--- src/hdl/sasd_pkg.sv ---
// sasd_pkg: sizes, codes and word helpers of the double-ended shared stack
// used by the channel interfaces, controller, datapath and checker
package sasd_pkg;

  localparam int DEPTH     = 16;
  localparam int WORD_BITS = 32;
  localparam int IO_BITS   = 32;
  localparam int CNT_W     = $clog2(DEPTH + 1);
  localparam int IDX_W     = $clog2(DEPTH);

  typedef logic [WORD_BITS-1:0] word_t;
  typedef logic [CNT_W-1:0]     cnt_t;
  typedef logic [IDX_W-1:0]     idx_t;

  typedef enum logic [1:0] {
    OP_PUSH_L = 2'd0,
    OP_PUSH_R = 2'd1,
    OP_POP_L  = 2'd2,
    OP_POP_R  = 2'd3
  } op_t;

  typedef enum logic [1:0] {
    ST_DONE  = 2'd0,
    ST_FULL  = 2'd1,
    ST_EMPTY = 2'd2
  } status_t;

  typedef enum logic {
    S_IDLE,
    S_EXEC
  } state_t;

  // commands from the controller to the datapath
  typedef struct packed {
    logic accept;
    logic load_out;
  } sasd_cmd_t;

  // sign-extend the pushed word, then keep WORD_BITS bits
  function automatic word_t to_word(logic signed [IO_BITS-1:0] v);
    logic signed [63:0] ext;
    ext = 64'(v);
    return ext[WORD_BITS-1:0];
  endfunction

  // sign-extend a stored word to the output width
  function automatic logic [IO_BITS-1:0] widen_word(word_t w);
    logic signed [WORD_BITS-1:0] s;
    logic signed [63:0]          ext;
    s   = w;
    ext = 64'(s);
    return ext[IO_BITS-1:0];
  endfunction

endpackage

--- src/hdl/sasd_if.sv ---
// sasd_in_if / sasd_out_if: valid/ready channels of the shared stack
// depends on sasd_pkg for payload widths
interface sasd_in_if;
  logic                                   valid;
  logic                                   ready;
  logic [1:0]                             operation;
  logic signed [sasd_pkg::IO_BITS-1:0]    push_value;

  modport source (output valid, output operation, output push_value, input ready);
  modport sink   (input valid, input operation, input push_value, output ready);
endinterface

interface sasd_out_if;
  logic                                   valid;
  logic                                   ready;
  logic signed [sasd_pkg::IO_BITS-1:0]    pop_value;
  logic [1:0]                             status;

  modport source (output valid, output pop_value, output status, input ready);
  modport sink   (input valid, input pop_value, input status, output ready);
endinterface

--- src/hdl/sasd_ctrl.sv ---
// sasd_ctrl: two-state sequencer of the shared stack, owns the handshakes
// depends on sasd_pkg
module sasd_ctrl (
  input  logic                clk,
  input  logic                rst_n,
  input  logic                in_valid,
  output logic                in_ready,
  input  logic                out_ready,
  output logic                out_valid,
  output sasd_pkg::sasd_cmd_t cmd
);
  import sasd_pkg::*;

  state_t state_r, state_nxt;
  logic   out_valid_r, out_valid_nxt;

  always_ff @(posedge clk) begin
    if (!rst_n) begin
      state_r     <= S_IDLE;
      out_valid_r <= 1'b0;
    end else begin
      state_r     <= state_nxt;
      out_valid_r <= out_valid_nxt;
    end
  end

  always_comb begin
    state_nxt    = state_r;
    cmd.accept   = 1'b0;
    cmd.load_out = 1'b0;
    in_ready     = 1'b0;
    unique case (state_r)
      S_IDLE: begin
        in_ready   = 1'b1;
        cmd.accept = in_valid;
        if (in_valid) begin
          state_nxt = S_EXEC;
        end
      end
      S_EXEC: begin
        // hold here until the result slot is free
        if (!out_valid_r || out_ready) begin
          cmd.load_out = 1'b1;
          state_nxt    = S_IDLE;
        end
      end
      default: state_nxt = S_IDLE;
    endcase
  end

  always_comb begin
    priority if (cmd.load_out) begin
      out_valid_nxt = 1'b1;
    end else if (out_ready) begin
      out_valid_nxt = 1'b0;
    end else begin
      out_valid_nxt = out_valid_r;
    end
  end

  assign out_valid = out_valid_r;

endmodule

--- src/hdl/sasd_dp.sv ---
// sasd_dp: word store, stack counts and result register of the shared stack
// depends on sasd_pkg; driven by sasd_ctrl commands
module sasd_dp (
  input  logic                                clk,
  input  logic                                rst_n,
  input  sasd_pkg::sasd_cmd_t                 cmd,
  input  logic [1:0]                          operation,
  input  logic signed [sasd_pkg::IO_BITS-1:0] push_value,
  output logic signed [sasd_pkg::IO_BITS-1:0] pop_value,
  output logic [1:0]                          status
);
  import sasd_pkg::*;

  word_t mem [DEPTH];
  word_t rd_data_r;

  cnt_t  left_r, left_nxt;
  cnt_t  right_r, right_nxt;
  op_t   op_r;
  logic  full_r, empty_r;
  logic signed [IO_BITS-1:0] pop_value_r;
  logic [1:0]                status_r;

  op_t            op_in;
  logic [CNT_W:0] used;
  logic           full, empty;
  logic           wr_en, rd_en;
  cnt_t           wr_pos, rd_pos;
  idx_t           wr_addr, rd_addr;
  logic           is_pop;
  status_t        st;

  assign op_in = op_t'(operation);
  assign used  = {1'b0, left_r} + {1'b0, right_r};
  assign full  = used >= (CNT_W + 1)'(DEPTH);

  always_comb begin
    left_nxt  = left_r;
    right_nxt = right_r;
    wr_en     = 1'b0;
    rd_en     = 1'b0;
    wr_pos    = left_r;
    rd_pos    = left_r - cnt_t'(1);
    empty     = 1'b0;
    unique case (op_in)
      OP_PUSH_L: begin
        wr_pos = left_r;
        if (!full) begin
          wr_en    = cmd.accept;
          left_nxt = left_r + cnt_t'(1);
        end
      end
      OP_PUSH_R: begin
        wr_pos = cnt_t'(DEPTH - 1) - right_r;
        if (!full) begin
          wr_en     = cmd.accept;
          right_nxt = right_r + cnt_t'(1);
        end
      end
      OP_POP_L: begin
        rd_pos = left_r - cnt_t'(1);
        empty  = (left_r == '0);
        if (!empty) begin
          rd_en    = cmd.accept;
          left_nxt = left_r - cnt_t'(1);
        end
      end
      OP_POP_R: begin
        rd_pos = cnt_t'(DEPTH) - right_r;
        empty  = (right_r == '0);
        if (!empty) begin
          rd_en     = cmd.accept;
          right_nxt = right_r - cnt_t'(1);
        end
      end
      default: ;
    endcase
  end

  assign wr_addr = wr_pos[IDX_W-1:0];
  assign rd_addr = rd_pos[IDX_W-1:0];

  always_ff @(posedge clk) begin
    if (wr_en) begin
      mem[wr_addr] <= to_word(push_value);
    end
    if (rd_en) begin
      rd_data_r <= mem[rd_addr];
    end
  end

  always_ff @(posedge clk) begin
    if (!rst_n) begin
      left_r  <= '0;
      right_r <= '0;
    end else if (cmd.accept) begin
      left_r  <= left_nxt;
      right_r <= right_nxt;
    end
  end

  // decision of the accepted item, registered at accept for the result load
  always_ff @(posedge clk) begin
    if (cmd.accept) begin
      op_r    <= op_in;
      full_r  <= full;
      empty_r <= empty;
    end
  end

  assign is_pop = (op_r == OP_POP_L) || (op_r == OP_POP_R);

  always_comb begin
    priority if (is_pop && empty_r) begin
      st = ST_EMPTY;
    end else if (!is_pop && full_r) begin
      st = ST_FULL;
    end else begin
      st = ST_DONE;
    end
  end

  always_ff @(posedge clk) begin
    if (cmd.load_out) begin
      status_r <= st;
      priority if (is_pop && empty_r) begin
        pop_value_r <= '1;
      end else if (is_pop) begin
        pop_value_r <= widen_word(rd_data_r);
      end else begin
        pop_value_r <= '0;
      end
    end
  end

  assign pop_value = pop_value_r;
  assign status    = status_r;

endmodule

--- src/hdl/shared_array_double_stack.sv ---
// shared_array_double_stack: two LIFO stacks growing toward each other in one store
// depends on sasd_pkg, sasd_if, sasd_ctrl and sasd_dp
//
//   port     direction  fields                         role
//   in_ch    sink       operation[1:0], push_value[31:0]  push/pop request item
//   out_ch   source     pop_value[31:0], status[1:0]      one result item per request
//
// for each item the accept edge writes or reads the word store and moves a stack
// count; the sequencer loads the result register from S_EXEC once the result slot
// is free, so each item makes a single store access followed by the result load
// synchronous active-low reset clears the counts and handshake state only; the
// store holds whatever it held and is never read before a push writes it
// a result waiting in the output register does not block the next request; that
// request then holds in S_EXEC until the result slot frees
module shared_array_double_stack (
  input  logic       clk,
  input  logic       rst_n,
  sasd_in_if.sink    in_ch,
  sasd_out_if.source out_ch
);
  import sasd_pkg::*;

  sasd_cmd_t cmd;

  sasd_ctrl u_ctrl (
    .clk       (clk),
    .rst_n     (rst_n),
    .in_valid  (in_ch.valid),
    .in_ready  (in_ch.ready),
    .out_ready (out_ch.ready),
    .out_valid (out_ch.valid),
    .cmd       (cmd)
  );

  sasd_dp u_dp (
    .clk        (clk),
    .rst_n      (rst_n),
    .cmd        (cmd),
    .operation  (in_ch.operation),
    .push_value (in_ch.push_value),
    .pop_value  (out_ch.pop_value),
    .status     (out_ch.status)
  );

endmodule

--- src/flat_wrapper.sv ---
// flat-port wrapper written by rule: the top's interface ports become plain ports
module shared_array_double_stack_flat import sasd_pkg::*;
  (clk, rst_n, in_ch_valid, in_ch_operation, in_ch_push_value, in_ch_ready, out_ch_valid, out_ch_pop_value, out_ch_status, out_ch_ready);
  sasd_in_if in_ch_i ();
  sasd_out_if out_ch_i ();
  input  logic clk;
  input  logic rst_n;
  input wire logic [$bits(in_ch_i.valid)-1:0] in_ch_valid;
  input wire logic [$bits(in_ch_i.operation)-1:0] in_ch_operation;
  input wire logic [$bits(in_ch_i.push_value)-1:0] in_ch_push_value;
  output wire logic [$bits(in_ch_i.ready)-1:0] in_ch_ready;
  output wire logic [$bits(out_ch_i.valid)-1:0] out_ch_valid;
  output wire logic [$bits(out_ch_i.pop_value)-1:0] out_ch_pop_value;
  output wire logic [$bits(out_ch_i.status)-1:0] out_ch_status;
  input wire logic [$bits(out_ch_i.ready)-1:0] out_ch_ready;
  assign in_ch_i.valid = in_ch_valid;
  assign in_ch_i.operation = in_ch_operation;
  assign in_ch_i.push_value = in_ch_push_value;
  assign in_ch_ready = in_ch_i.ready;
  assign out_ch_valid = out_ch_i.valid;
  assign out_ch_pop_value = out_ch_i.pop_value;
  assign out_ch_status = out_ch_i.status;
  assign out_ch_i.ready = out_ch_ready;
  shared_array_double_stack u_core (.clk(clk), .rst_n(rst_n), .in_ch(in_ch_i), .out_ch(out_ch_i));
endmodule
--- config.mk ---
export PLATFORM = sky130hd
export DESIGN_NAME = shared_array_double_stack_flat
export DESIGN_NICKNAME = d
export VERILOG_FILES = /design/src/hdl/sasd_pkg.sv /design/src/hdl/sasd_if.sv /design/src/hdl/sasd_ctrl.sv /design/src/hdl/sasd_dp.sv /design/src/hdl/shared_array_double_stack.sv /design/src/flat_wrapper.sv
export SDC_FILE = /design/constraint.sdc
export NUM_CORES = 1
export LEC_CHECK = 0
export BUFFER_PORTS_ARGS = -buffer_cell sky130_fd_sc_hd__buf_4
export CELL_PAD_IN_SITES_DETAIL_PLACEMENT = 0
export CELL_PAD_IN_SITES_GLOBAL_PLACEMENT = 1
export CORE_MARGIN = 8
export CORE_UTILIZATION = 55
export CTS_BUF_LIST = sky130_fd_sc_hd__clkbuf_8
export CTS_CLUSTER_SIZE = 12
export DETAILED_ROUTE_END_ITERATION = 7
export PLACE_DENSITY = 0.86
export SYNTH_ARGS = -nofsm -noshare
export SYNTH_HDL_FRONTEND = slang
export SYNTH_SLANG_ARGS = --single-unit
--- constraint.sdc ---
create_clock -name clk -period 5.5 [get_ports clk]
set_input_delay 0.825 -clock clk [delete_from_list [all_inputs] [get_ports clk]]
set_output_delay 0.825 -clock clk [all_outputs]
set_load 0.03 [all_outputs]
-- After elaboration in Yosys (flattened, before gate mapping)
Memories as Yosys holds them, arrays and structs flattened. A register that Yosys moved wholly into a read port is not among the register bits.
Index checks and enable logic that the tools add are counted.
- equality and inequality tests: 9
- reduce and logical (&&, ||, !) cells: 15
- add/subtract/negate cells: 7
- bitwise logic cells: 1
- multiplexer cells: 27
- order comparisons: 1
- operators by type and width (kind ; count):
    $mux 32 ; 1
    $mux 5 ; 4
    $pmux 5 s2 ; 2
    $mux 1 ; 15
    $add 5x1->5 const B ; 2
    $logic_not 5->1 ; 2
    $sub 5x1->5 const B ; 2
    $eq 2x2->1 const B ; 4
    $mux 4 ; 2
    $ne 2x2->1 const B ; 4
    $reduce_and 4->1 ; 2
    $add 5x5->6 ; 1
    $ge 6x5->1 const B ; 1
    $pmux 1 s2 ; 3
    $reduce_bool 2->1 ; 3
    $sub 1x4->4 const A ; 1
    $sub 4x4->4 const A ; 1
    $eq 2x1->1 const B ; 1
    $logic_and 1x1->1 ; 2
    $logic_not 1->1 ; 2
    $logic_not 2->1 ; 1
    $logic_or 1x1->1 ; 2
    $reduce_or 2->1 ; 1
    $not 1->1 ; 1
- flip-flop bits (word level): 50
- RAM bits: 512
- memories: 1
- output and inout bits: 36
- word-level logic and storage cells: 70
- bits of input ports: 38
- memory list (name ; words ; width ; read ports ; clocked after memory_dff ; write ports ; line ; source):
    u_core.u_dp.mem ; 16 ; 32 ; 1 ; 1 ; 1 ; sasd_dp.sv:14 ; word_t mem [DEPTH];

-- Longest topological paths before layout
- depth after elaboration: 6
- mapped depth: 10
- gate-level depth less buffers: 8

-- By module
A second synthesis with hierarchy kept.
- cell total of the unflattened synthesis: 1686
- area, all modules: 25519.5 um^2
- modules (own cells, without submodules) (module ; times used ; sequential area each (um^2) ; cells an instance ; area an instance (um^2)):
    sasd_dp ; 1 ; 17646.9 ; 1676 ; 25409.4
    sasd_ctrl ; 1 ; 40.0 ; 10 ; 110.1

-- Worst setup path after synthesis
OpenSTA, ideal clock, no wires.
- kind: input to register
- from: input in_ch_operation[1]
- to: memory u_core.u_dp.mem[14][0] (netlist bit), enable pin
- path buffers: 1
- stages on the path: 5
- setup time: 0.421 ns
- data arrival time: 3.435 ns
- required time: 5.079 ns
- setup slack: 1.644 ns
- path through: buf_6 -> or4_4 -> nor3b_1 -> nand3_1 -> nor2_1
- cells in the longest elaborated chain, start to end: 5
- elaborated cells on any way between the ends: 7
- those cells by class: eq/ne: 1; mux: 4; reduce/logical: 2
- ends and longest elaborated chain (element ; line ; source):
    start, declared ; flat_wrapper.sv:9 ; input wire logic [$bits(in_ch_i.operation)-1:0] in_ch_operation;
    $eq 2x1->1 / $logic_not 2->1 (equally long branches) ; sasd_dp.sv:45 ; unique case (op_in)
    $reduce_or 2->1 (no line) ; -- ;
    $mux 1 ; -- ;
    $mux 1 ; sasd_dp.sv:84 ; if (wr_en) begin
    $mux 1 (implied by the code) ; sasd_dp.sv:85 ; mem[wr_addr] <= to_word(push_value);
    end, declared ; sasd_dp.sv:14 ;
Several ways; a longest one is shown, not always the timed one.

-- Worst setup path in the final report
- from: register u_core.u_dp.left_r[4]
- to: memory u_core.u_dp.mem[11][16] (netlist bit), enable pin
- cells in the longest elaborated chain, start to end: 6
- ends and longest elaborated chain (element ; line ; source):
    start, declared ; sasd_dp.sv:17 ; cnt_t left_r, left_nxt;
    start signal, assigned ; sasd_dp.sv:97 ; left_r <= left_nxt;
    $add 5x5->6 ; sasd_dp.sv:34 ; assign used = {1'b0, left_r} + {1'b0, right_r};
    $ge 6x5->1 ; sasd_dp.sv:35 ; assign full = used >= (CNT_W + 1)'(DEPTH);
    $mux 1 ; sasd_dp.sv:48, sasd_dp.sv:55 ;
    $mux 1 ; -- ;
    $mux 1 ; sasd_dp.sv:84 ;
    $mux 1 (implied by the code) ; sasd_dp.sv:85 ;
Every way passes these cells.

==> run_results.csv <==
group,metric,value,unit
global_route,grt_max_degree,46,
worst_setup_path,startpoint_type,"flip-flop",
floorplanning,die_area,0.0486,mm2
synthesis,synthArstFlopShare,0,%
clock_tree,post_cts_buffers,0,
sta,worstMarginPinSlew,1240,ps
floorplanning,start_util,55.3,%
clock_tree,cts_buffers,88,
worst_setup_path,critPathKind,"reg2reg",
hold_path,holdCritPathClass,"in2reg",
floorplanning,core_area,0.0416,mm2
synthesis,synth_edf_count,581,
routing,routed_wl,43.9,mm
cells_and_area,drive_gt1_share,29.0,%
synthesis,synth_seq_area_share,77.0,%
routing,routedWlPerCell,24.6,um
routing,ant_nets,0,
sta,hold_viol_final,0,
sta,post-route-period-util,66.5,%
cells_and_area,final_cells,1783,
routing,drc,0,
sta,hold-worst-slack,473,ps
floorplanning,ioPinCount,74,
cells_and_area,mostFrequentLayoutCells,"edfxtp_1 (581), mux4_2 (128), mux2i_1 (99), buf_4 (92), clkbuf_8 (89)",
pwr,power.leakage,8.43,nW
placed_design,io_buffers,73,
cells_and_area,final_nets,1225,
clock_tree,clock_path_buffers,3,
clock_tree,cts_tree,"built",
clock_tree,root_buffer,"clkbuf_8",
sta,grt_setup_unrepaired,"false",
pwr,power.density,358,mW/mm2
floorplanning,die_w,220,um
worst_setup_path,cp.required,5730,ps
routing,vias,10500,
clock_tree,path_clk_slew,60,ps
synthesis,syn_inst,1043,
sta,relSlewSlack,17.1,%
sta,finClkSkew,25.5,ps
placed_design,place.gp.congestion,0.799,
worst_setup_path,slowest_stage,"nor2_4",
floorplanning,dieHeight,220,um
synthesis,syn_nets,1093,
cells_and_area,fillerInstances,2764,
cells_and_area,fin_util,62.4,%
worst_setup_path,path_cells,"ha_1 > or4_4 > nor3b_1 > nand3_1 > nor2_4",
synthesis,syn_area,0.0230,mm2
sta,slew_viol_final,0,
clock_tree,cts_sinks,593,
routing,dr.pass1.iters,5,
pwr,p_total,9.29,mW
sta,final.min_clock_period,3660,ps
worst_setup_path,critical-path-max-stage-delay,1070,ps
worst_setup_path,crit_path_end_kind,"flip-flop",
sta,setup_viol,0,
outcome,status,"completed",
cells_and_area,area_growth,12.8,%
global_route,grt-ovfl-total,0,
clock_tree,htree_levels,3,
global_route,grt_usage,18.3,%
global_route,grt_pass1_vias,11200,
global_route,antenna_found_initial,2,
floorplanning,fp-row-count,75,
clock_tree,worstSkewPairLatency,640,ps
sta,fin_setup_tns,0,ps
synthesis,synth_top_flop_cell,"edfxtp_1",
placed_design,dp_hpwl,25.4,mm
sta,fmax,0.273,GHz
pwr,vdd_drop_max,152,uV
clock_tree,hold_buffers,0,
routing,drt-initial-drc-count,815,
global_route,grt_first_pass_wirelength,66.4,mm
synthesis,yosys_register_bits,593,
placed_design,dp.cells,1624,
worst_setup_path,arrival,3890,ps
cells_and_area,final_common_cell,"edfxtp_1",
synthesis,yosysWarnings,0,
clock_tree,cts_resized,0,
flow_run,maxCapViolCount,0,
worst_setup_path,crit_fanout,32,
routing,viasPerCell,5.90,
synthesis,synth_area_per_cell,22.0,um2
synthesis,yosysUniqueCellTypes,45,
[layer usage]
metal	routed length (um)	up-vias	global-route usage, %
met4	957	0	6.65
met3	2590	71	3.39
met5	0	-	0
met1	18100	5460	24.1
met2	22200	360	30.6
li1	-	4635	-
[worst max-delay path, delay by kind of cell, from the launching register on]
kind	cells	cell delay [ps]
AND/OR/NAND/NOR	4	2570
adder cells (fa/ha/maj)	1	310
flip-flops	1	340
[state kept, by name (all words and copies together), names as in the netlist]
name                     cells
u_core.u_ctrl.out_valid      1
u_core.u_ctrl.state_r        1
u_core.u_dp.empty_r          1
u_core.u_dp.full_r           1
u_core.u_dp.left_r           5
u_core.u_dp.mem            512
u_core.u_dp.op_r             1
u_core.u_dp.pop_value       32
u_core.u_dp.rd_data_r       32
u_core.u_dp.right_r          5
u_core.u_dp.status           2
[path summary, 6_finish.rpt]
| path | from | end | slack [ps] | cells past startpoint |
|---|---|---|---|---|
| worst min register to register | u_core.u_ctrl.out_valid | u_core.u_ctrl.out_valid | 500 | 2 |
| worst min-delay path | out_ch_ready | u_core.u_ctrl.out_valid | 470 | 3 |
| worst max-delay path | u_core.u_dp.left_r[4] | u_core.u_dp.mem[11][16] | 1840 | 5 |
| worst max register to register | u_core.u_dp.left_r[4] | u_core.u_dp.mem[11][16] | 1840 | 5 |
[Yosys cell counts, types with 2 or more instances]
cell / count / area (um2)
buf_4: 13 / 97.6
o21ai_0: 8 / 40.0
nand2_1: 4 / 15.0
dfxtp_1: 12 / 240
buf_2: 23 / 115
xnor2_1: 3 / 26.3
nand3_1: 10 / 50.1
o31a_1: 2 / 17.5
and2_1: 3 / 18.8
nand4_1: 2 / 12.5
nor4b_1: 2 / 17.5
a21oi_1: 15 / 75.1
a31oi_1: 2 / 12.5
mux4_2: 128 / 2880
mux2i_1: 101 / 1010
a211oi_1: 2 / 15.0
or4_1: 4 / 30.0
nor2_1: 21 / 78.8
nor2b_1: 3 / 18.8
o31ai_1: 2 / 15.0
nor3_1: 4 / 20.0
and3_1: 2 / 12.5
clkbuf_1: 16 / 60.1
nor3b_1: 2 / 15.0
nand2b_1: 6 / 37.5
edfxtp_1: 581 / 17400
ha_1: 11 / 138
o21a_1: 32 / 240
xor2_1: 4 / 35.0
inv_1: 9 / 33.8
a21o_1: 2 / 15.0
[final cells by class]
class                   count  area, um2  area share (%)
multi-input cells         387       5140            19.8
inverters                   9       33.8           0.130
flip-flops and latches    593      17700            68.2
clock inverters            69        385            1.49
clock buffers              89       1220            4.73
well taps                 539        674            2.60
diodes                      1       2.50         0.00965
repair buffers             96        771            2.97
[metrics by stage]
step                worst slack (ps)  cell area [um2]
floorplan                       1640            23000
global placement                1510            24300
detailed placement              1460            24300
CTS                             1860            25900
global route                    1700            25900
finish                          1840            25900
[where the power goes]
| group | internal (mW) | switching (mW) |
|---|---|---|
| sequential | 5.06 | 0.0289 |
| combinational | 0.404 | 0.512 |
| clock | 1.66 | 1.63 |
| total | 7.12 | 2.17 |
[logic make-up (layout without fill, tap and decap cells)]
logic type / Yosys count / after routing / synth area share, %
compound gates: 72 / 72 / 2.15
xor+xnor: 7 / 7 / 0.267
buf+inv: 63 / 263 / 1.40
other cells: 0 / 1 / 0
mux: 230 / 230 / 17.0
flops: 593 / 593 / 77.0
simple gates: 66 / 66 / 1.54
fa+ha+maj: 12 / 12 / 0.686
(Power assumes the default switching activity.)
